==> src/rtl/core/pts_pkg.sv <==
// ----------------------------------------------------------------------------
// pts_pkg
// shared types and constants of the priority task scheduler
// ----------------------------------------------------------------------------
package pts_pkg;

    localparam int TASK_COUNT = 16;
    localparam int DELAY_BITS = 16;

    // fixed field widths
    localparam int OP_W    = 3;
    localparam int IDX_W   = 5;
    localparam int TICKS_W = 16;
    localparam int MAP_W   = TASK_COUNT + 1;
    // index of a task below the idle task
    localparam int TW      = $clog2(TASK_COUNT);

    localparam logic [OP_W-1:0] OP_CREATE  = 3'd0;
    localparam logic [OP_W-1:0] OP_SUSPEND = 3'd1;
    localparam logic [OP_W-1:0] OP_RESUME  = 3'd2;
    localparam logic [OP_W-1:0] OP_DELAY   = 3'd3;
    localparam logic [OP_W-1:0] OP_TICK    = 3'd4;
    localparam logic [OP_W-1:0] OP_START   = 3'd5;

    localparam logic [IDX_W-1:0] IDLE_TASK = IDX_W'(TASK_COUNT);

    typedef enum logic [1:0] {
        MODE_READY = 2'd0,
        MODE_DELAY = 2'd1,
        MODE_SUSP  = 2'd2
    } t_mode;

    typedef enum logic [1:0] {
        ST_IDLE,
        ST_WALK,
        ST_FIN
    } t_state;

    typedef struct packed {
        logic [OP_W-1:0]    operation;
        logic [IDX_W-1:0]   priority_req;
        logic [TICKS_W-1:0] delay_ticks;
    } t_in_item;

    typedef struct packed {
        logic [IDX_W-1:0] current_task;
        logic             switched;
        logic [MAP_W-1:0] ready_map;
    } t_out_item;

    // commands into the task table
    typedef struct packed {
        logic                  set_en;
        logic [TW-1:0]         set_idx;
        t_mode                 set_mode;
        logic                  load_en;
        logic [DELAY_BITS-1:0] load_val;
        logic                  step_en;
        logic [TW-1:0]         step_idx;
    } t_tbl_cmd;

    typedef struct packed {
        logic expired;
    } t_tbl_rsp;

endpackage

==> src/rtl/core/pts_task_table.sv <==
// ----------------------------------------------------------------------------
// pts_task_table
// per-task mode and delay counter with one shared decrement unit
// ----------------------------------------------------------------------------
module pts_task_table (
    input  logic              i_clk,
    input  logic              i_rst_n,
    input  pts_pkg::t_tbl_cmd i_cmd,
    output pts_pkg::t_tbl_rsp o_rsp
);
    import pts_pkg::*;

    t_mode                 r_mode  [TASK_COUNT];
    logic [DELAY_BITS-1:0] r_delay [TASK_COUNT];

    t_mode                 step_mode;
    logic [DELAY_BITS-1:0] step_dec;
    logic                  step_hit;

    // shared decrement and zero compare
    always_comb begin
        step_mode     = r_mode[i_cmd.step_idx];
        step_dec      = r_delay[i_cmd.step_idx] - DELAY_BITS'(1);
        step_hit      = i_cmd.step_en && (step_mode == MODE_DELAY);
        o_rsp.expired = step_hit && (step_dec == '0);
    end

    always_ff @(posedge i_clk) begin
        if (!i_rst_n) begin
            for (int i = 0; i < TASK_COUNT; i++) begin
                r_mode[i] <= MODE_READY;
            end
        end else if (i_cmd.set_en) begin
            r_mode[i_cmd.set_idx] <= i_cmd.set_mode;
        end else if (o_rsp.expired) begin
            r_mode[i_cmd.step_idx] <= MODE_READY;
        end
    end

    // counter is only read while its task is delayed, so it needs no reset
    always_ff @(posedge i_clk) begin
        if (i_cmd.load_en) begin
            r_delay[i_cmd.set_idx] <= i_cmd.load_val;
        end else if (step_hit) begin
            r_delay[i_cmd.step_idx] <= step_dec;
        end
    end

endmodule

==> src/rtl/core/priority_task_scheduler_top.sv <==
// ----------------------------------------------------------------------------
// priority_task_scheduler_top
// fixed-priority task scheduler with ready bitmap and delay counters
// ----------------------------------------------------------------------------
// One input beat is one scheduler event (create, suspend, resume, delay,
// tick, start) and yields exactly one output beat with the running task,
// a switched flag and the ready bitmap. Task 0 has the highest priority,
// the idle task sits at index TASK_COUNT. Events that do not reschedule go
// straight to the finish state. Events that reschedule first walk all
// TASK_COUNT tasks through the task table, one task per cycle, before they
// reach the finish state; the walk drives the single decrement unit for
// ticks and finds the highest-priority ready task on the way. The input is
// not ready during that walk. A finished result sits in an output register,
// so the next event is accepted while the result still waits. The enable
// register is written over its own channel, which is always ready.
// ----------------------------------------------------------------------------
module priority_task_scheduler_top (
    input  logic               i_clk,
    input  logic               i_rst_n,
    // event input
    input  logic               i_in_valid,
    output logic               o_in_ready,
    input  pts_pkg::t_in_item  i_in_item,
    // result output
    output logic               o_out_valid,
    input  logic               i_out_ready,
    output pts_pkg::t_out_item o_out_item,
    // enable register write
    input  logic               i_cfg_valid,
    output logic               o_cfg_ready,
    input  logic               i_cfg_data
);
    import pts_pkg::*;

    t_state           r_state, n_state;
    logic [MAP_W-1:0] r_ready, n_ready;
    logic [IDX_W-1:0] r_running, n_running;
    logic             r_enable;
    logic             r_sw, n_sw;
    logic             r_tick, n_tick;
    logic [TW-1:0]    r_idx, n_idx;
    logic             r_found, n_found;
    logic [TW-1:0]    r_first, n_first;
    logic             r_out_valid;
    t_out_item        r_out_item;

    t_tbl_cmd tbl_cmd;
    t_tbl_rsp tbl_rsp;

    logic in_fire;
    logic out_free;
    logic walk_last;
    logic need_walk;
    logic prio_ok;
    logic prio_tbl;
    logic run_tbl;
    logic bit_now;

    assign o_in_ready  = (r_state == ST_IDLE);
    assign in_fire     = i_in_valid && o_in_ready;
    assign o_cfg_ready = 1'b1;
    assign o_out_valid = r_out_valid;
    assign o_out_item  = r_out_item;
    assign out_free    = !r_out_valid || i_out_ready;
    assign walk_last   = (r_idx == TW'(TASK_COUNT - 1));

    // event decode
    always_comb begin
        prio_ok  = (i_in_item.priority_req <= IDLE_TASK);
        prio_tbl = (i_in_item.priority_req < IDLE_TASK);
        run_tbl  = (r_running < IDLE_TASK);
        unique case (i_in_item.operation) inside
            OP_SUSPEND, OP_RESUME: begin
                need_walk = prio_ok && (r_running == i_in_item.priority_req);
            end
            OP_DELAY: begin
                need_walk = (i_in_item.delay_ticks[DELAY_BITS-1:0] != '0);
            end
            OP_TICK:  need_walk = r_enable;
            OP_START: need_walk = 1'b1;
            default:  need_walk = 1'b0;
        endcase
    end

    // next state
    always_comb begin
        n_state = r_state;
        unique case (r_state)
            ST_IDLE: begin
                if (in_fire) begin
                    n_state = need_walk ? ST_WALK : ST_FIN;
                end
            end
            ST_WALK: begin
                if (walk_last) begin
                    n_state = ST_FIN;
                end
            end
            ST_FIN: begin
                if (out_free) begin
                    n_state = ST_IDLE;
                end
            end
            default: n_state = ST_IDLE;
        endcase
    end

    // datapath and table commands
    always_comb begin
        n_ready   = r_ready;
        n_running = r_running;
        n_sw      = r_sw;
        n_tick    = r_tick;
        n_idx     = r_idx;
        n_found   = r_found;
        n_first   = r_first;
        bit_now   = 1'b0;

        tbl_cmd          = '0;
        tbl_cmd.set_mode = MODE_READY;
        tbl_cmd.load_val = i_in_item.delay_ticks[DELAY_BITS-1:0];
        tbl_cmd.step_idx = r_idx;

        unique case (r_state)
            ST_IDLE: begin
                if (in_fire) begin
                    n_sw    = need_walk;
                    n_tick  = (i_in_item.operation == OP_TICK);
                    n_idx   = '0;
                    n_found = 1'b0;
                    n_first = '0;
                    unique case (i_in_item.operation) inside
                        OP_CREATE, OP_RESUME: begin
                            if (prio_ok) begin
                                n_ready[i_in_item.priority_req] = 1'b1;
                                tbl_cmd.set_en   = prio_tbl;
                                tbl_cmd.set_idx  = i_in_item.priority_req[TW-1:0];
                                tbl_cmd.set_mode = MODE_READY;
                            end
                        end
                        OP_SUSPEND: begin
                            if (prio_ok) begin
                                n_ready[i_in_item.priority_req] = 1'b0;
                                tbl_cmd.set_en   = prio_tbl;
                                tbl_cmd.set_idx  = i_in_item.priority_req[TW-1:0];
                                tbl_cmd.set_mode = MODE_SUSP;
                            end
                        end
                        OP_DELAY: begin
                            if (need_walk) begin
                                n_ready[r_running] = 1'b0;
                                tbl_cmd.set_en   = run_tbl;
                                tbl_cmd.load_en  = run_tbl;
                                tbl_cmd.set_idx  = r_running[TW-1:0];
                                tbl_cmd.set_mode = MODE_DELAY;
                            end
                        end
                        OP_START: begin
                            n_ready[TASK_COUNT] = 1'b1;
                        end
                        default: ;
                    endcase
                end
            end
            ST_WALK: begin
                tbl_cmd.step_en = r_tick;
                bit_now = r_ready[IDX_W'(r_idx)] || tbl_rsp.expired;
                if (tbl_rsp.expired) begin
                    n_ready[IDX_W'(r_idx)] = 1'b1;
                end
                if (!r_found && bit_now) begin
                    n_found = 1'b1;
                    n_first = r_idx;
                end
                n_idx = r_idx + TW'(1);
                if (walk_last) begin
                    n_running = n_found ? IDX_W'(n_first) : IDLE_TASK;
                end
            end
            default: ;
        endcase
    end

    always_ff @(posedge i_clk) begin
        if (!i_rst_n) begin
            r_state     <= ST_IDLE;
            r_ready     <= '0;
            r_running   <= IDLE_TASK;
            r_enable    <= 1'b1;
            r_sw        <= 1'b0;
            r_tick      <= 1'b0;
            r_idx       <= '0;
            r_found     <= 1'b0;
            r_first     <= '0;
            r_out_valid <= 1'b0;
        end else begin
            r_state   <= n_state;
            r_ready   <= n_ready;
            r_running <= n_running;
            r_sw      <= n_sw;
            r_tick    <= n_tick;
            r_idx     <= n_idx;
            r_found   <= n_found;
            r_first   <= n_first;
            if (i_cfg_valid) begin
                r_enable <= i_cfg_data;
            end
            // result beat leaves the finish state into the output register
            if (r_state == ST_FIN && out_free) begin
                r_out_valid <= 1'b1;
            end else if (i_out_ready) begin
                r_out_valid <= 1'b0;
            end
        end
    end

    always_ff @(posedge i_clk) begin
        if (r_state == ST_FIN && out_free) begin
            r_out_item.current_task <= r_running;
            r_out_item.switched     <= r_sw;
            r_out_item.ready_map    <= r_ready;
        end
    end

    pts_task_table u_table (
        .i_clk   (i_clk),
        .i_rst_n (i_rst_n),
        .i_cmd   (tbl_cmd),
        .o_rsp   (tbl_rsp)
    );

endmodule

==> config.mk <==
export PLATFORM = sky130hd
export DESIGN_NAME = priority_task_scheduler_top
export DESIGN_NICKNAME = d
export VERILOG_FILES = /design/src/rtl/core/pts_pkg.sv /design/src/rtl/core/pts_task_table.sv /design/src/rtl/core/priority_task_scheduler_top.sv
export SDC_FILE = /design/constraint.sdc
export NUM_CORES = 1
export LEC_CHECK = 0
export BUFFER_PORTS_ARGS = -buffer_cell sky130_fd_sc_hd__buf_4
export CAP_MARGIN = 10
export CORE_MARGIN = 3
export CORE_UTILIZATION = 35
export CTS_CLUSTER_SIZE = 40
export DETAILED_ROUTE_END_ITERATION = 10
export GPL_TIMING_DRIVEN = 1
export SLEW_MARGIN = 20
export SYNTH_ARGS = -nofsm -noshare
export SYNTH_HDL_FRONTEND = slang
export SYNTH_HIERARCHICAL = 1
export SYNTH_SLANG_ARGS = --single-unit
==> constraint.sdc <==
create_clock -name i_clk -period 4.9 [get_ports i_clk]
set_input_delay 0.49 -clock i_clk [delete_from_list [all_inputs] [get_ports i_clk]]
set_output_delay 0.49 -clock i_clk [all_outputs]
set_load 0.05 [all_outputs]
==> summary.txt <==
Yosys
  – Synth top area cells: edfxtp_1 58%, mux4_2 8.6%, dfxtp_1 4.6%, nor2_1 2.4%, nand2_1 2.0%
  – Synth top cells by count: 311 x edfxtp_1, 104 x nor2_1, 83 x nand2_1
  – Flops & latches, synth: 348
  – Register area share after synthesis: 0.631
  – Post-synth EDFFs: between 300 and 400
  – Syn_area_per_cell: around 14 um2
  – Number of distinct library cells after synthesis: 86
  – Mapped Area: 16000 um2
  – Top-count cell post-synth: edfxtp_1
  – Async set or reset register ratio after synthesis: 0
  – Synth Flop Type: edfxtp_1
  – Area leader, netlist: edfxtp_1
  – Post-Synthesis Cells: between 1000 and 1500
  – Net count after synthesis: 1197
  – Yosys warns: 6
  – Post-synth top area share: 0.585

Place
  – Routability cong.: 0.849
  – PortBufs: 54
  – Placement Cell Area: 17300 um2
  – Hpwl dp: 26.5 mm

Setup path
  – Critical Path End Type: flop
  – CP Launch Type: flop
  – Critical R2R Launch: r_idx[2]
  – Reg-to-reg slack, setup: approximately 260 ps
  – Kind of critical path: reg2reg
  – Crit path required time: 5360 ps
  – Critical path startpoint: r_idx[2]
  – Arrival time worst endpoint: 5090 ps
  – Worst-path fanout max: 27

GRT
  – Congestion Overflow GR: 0
  – Initial antenna violation count: 0
  – Vias in the first global route: 10395
  – Largest net degree at the start of global routing: 49
  – First-pass GRT wire length: 64.3 mm
  – Global-route usage over all layers: 0.176

STA
  – Unrepaired setup endpoints after global routing: false
  – Final period utilization: 0.947
  – Slew margin rel.: 0.338
  – Least-Margin Pin Slew: 985 ps
  – Fin. Hold Viols: 0
  – Peak Freq: 0.216 GHz
  – TNS Setup: 0 ps
  – Tmin final: 4640 ps
  – Slew Viols, Final: 0
  – Worst hold slack: 159 ps
  – Final setup fails: 0
  – Worst Skew: between 30 and 40 ps

Clocking
  – Setup Buffers After CTS: 0
  – Post_cts resized: 0
  – Num CTS Buffers: 38
  – Register clock-pin slew on the reported worst setup and hold paths: 60 ps
  – Root buf cell: clkbuf_16
  – Clk_lat worst skew: approximately 580 ps
  – H-Tree Depth: 2
  – Hold bufs inserted after CTS: 0
  – Sink Count: roughly 350
  – CTS tree: done
  – CTS max path bufs: 3

Pwr
  – Power Total: 6830 uW
  – P_leak: around 0.0059 uW
  – PD cells: between 300 and 400 nW/um2
  – Worst VDD drop: 0.000278 V

Die
  – Die area: 48200 um2
  – Starting density of the core: 0.358
  – Rows: 77
  – Chip Width: 220 um
  – Core region area: 44600 um2
  – # IOs: 56
  – Die Y: 220 um

Drt
  – Via-per-instance ratio: 5.69
  – Final wirelength: approximately 42 mm
  – Post-DRT Antenna Nets: 0
  – Avg WL per Cell: 22.7 um
  – Vias: roughly 11000
  – Initial DRC count: ~1200
  – DR pass1 iterations: 5
  – DRC violations left: 0

Layout
  – Area grow syn2layout: 17.0%
  – Total Nets Final: 1279
  – Post-route cell area: 18700 um2
  – Layout cells sized above 1: 0.231
  – Antenna diodes: 0

Job
  – # Max-Cap Violations: 0

Status
  – Status: finished, final reports clean

Min path
  – HP Class: in2reg
  – Hold Path Origin: i_cfg_data
==> cell type report <==
| type | instances | area (um2) |
|---|---|---|
| clock buffers | 40 | 958 |
| well taps | 592 | 741 |
| flip-flops and latches | 348 | 10100 |
| inverters | 18 | 67.6 |
| clock inverters | 30 | 398 |
| repair buffers | 122 | 991 |
| multi-input cells | 715 | 5440 |
| fillers | 4047 | 25900 |
==> routing by layer <==
layer | share of wire | track usage | routed length (um)
met1 | 0.44 | 0.246 | 18400
met5 | 0 | 0 | 0
met4 | 0.024 | 0.0564 | 1010
met3 | 0.066 | 0.0277 | 2770
met2 | 0.47 | 0.282 | 20100
==> per-stage QoR <==
step | instances | utilization | setup slack [ps]
after global routing | 1865 | 0.419 | 6.90
after CTS | 1865 | 0.419 | 322
after global placement | 1795 | 0.388 | 446
final | 1865 | 0.419 | 261
after floorplan | 1161 | - | 454
after detailed placement | 1795 | 0.388 | 336
==> placed cells by master, fill, tap and decap left out, types with 8 or more instances in the layout <==
cell type / synthesis / layout
a211oi_1: 10 / 10
a21oi_1: 45 / 45
a22oi_1: 16 / 16
a311oi_1: 8 / 8
a31oi_1: 8 / 8
buf_4: 3 / 116
bufinv_16: 0 / 8
clkbuf_16: 0 / 38
clkinv_2: 0 / 11
dfxtp_1: 37 / 33
edfxtp_1: 311 / 311
inv_1: 17 / 17
mux2i_1: 18 / 18
mux4_2: 61 / 61
nand2_1: 83 / 83
nand2b_1: 12 / 12
nand3_1: 55 / 55
nand3b_1: 9 / 9
nand4_1: 9 / 9
nor2_1: 104 / 88
nor2_2: 1 / 16
nor2b_1: 18 / 17
nor3_1: 24 / 24
nor4_1: 15 / 15
o21a_1: 14 / 14
o21ai_0: 27 / 27
o21ai_1: 17 / 17
o22ai_1: 10 / 10
xnor2_1: 11 / 11
==> where the power goes <==
part | internal [uW] | total, uW | switching, uW
Clock | 1870 | 3090 | 1230
Combinational | 150 | 442 | 291
Sequential | 3270 | 3290 | 25.7
Total | 5280 | 6830 | 1540
==> sequential cells by signal (all words and copies together), names as in the netlist, 2 cells and up <==
name,cells
r_running,5
u_table/r_mode,32
r_first,4
u_table/r_delay,256
o_out_item,23
r_ready,17
r_state,2
r_idx,4
==> worst paths after layout <==
check	end	cells past startpoint
worst min-delay path	r_enable	3
worst min register to register	o_out_item[17]	0
worst max register to register	r_ready[14]	18
worst max-delay path	r_ready[14]	18
==> cell families after synthesis <==
kind of cell               Yosys count  share of synthesized area
xor gates and xnor gates            18                    0.00987
and+or+nand+nor                    380                      0.119
DFF                                348                      0.631
adders and majority gates            6                    0.00470
muxes                               87                      0.107
AOI/OAI and AO/OA                  223                     0.0967
buffers and inverters               98                     0.0311
other                                1                   0.000235
==> critical path, stage by stage (launching register included) <==
cell	delay (ps)
dfxtp_2	550
buf_4	300
nor2b_1	90
buf_4	170
a221oi_1	420
nor2_1	100
o21ai_1	620
nor3_2	130
buf_4	200
a311o_1	360
nand3_2	100
nor2b_1	170
buf_4	140
a221oi_1	70
a32oi_1	240
o211a_1	230
buf_12	190
nand3_1	110
a32o_1	320
Note: power is estimated with default switching activity, not from simulation.
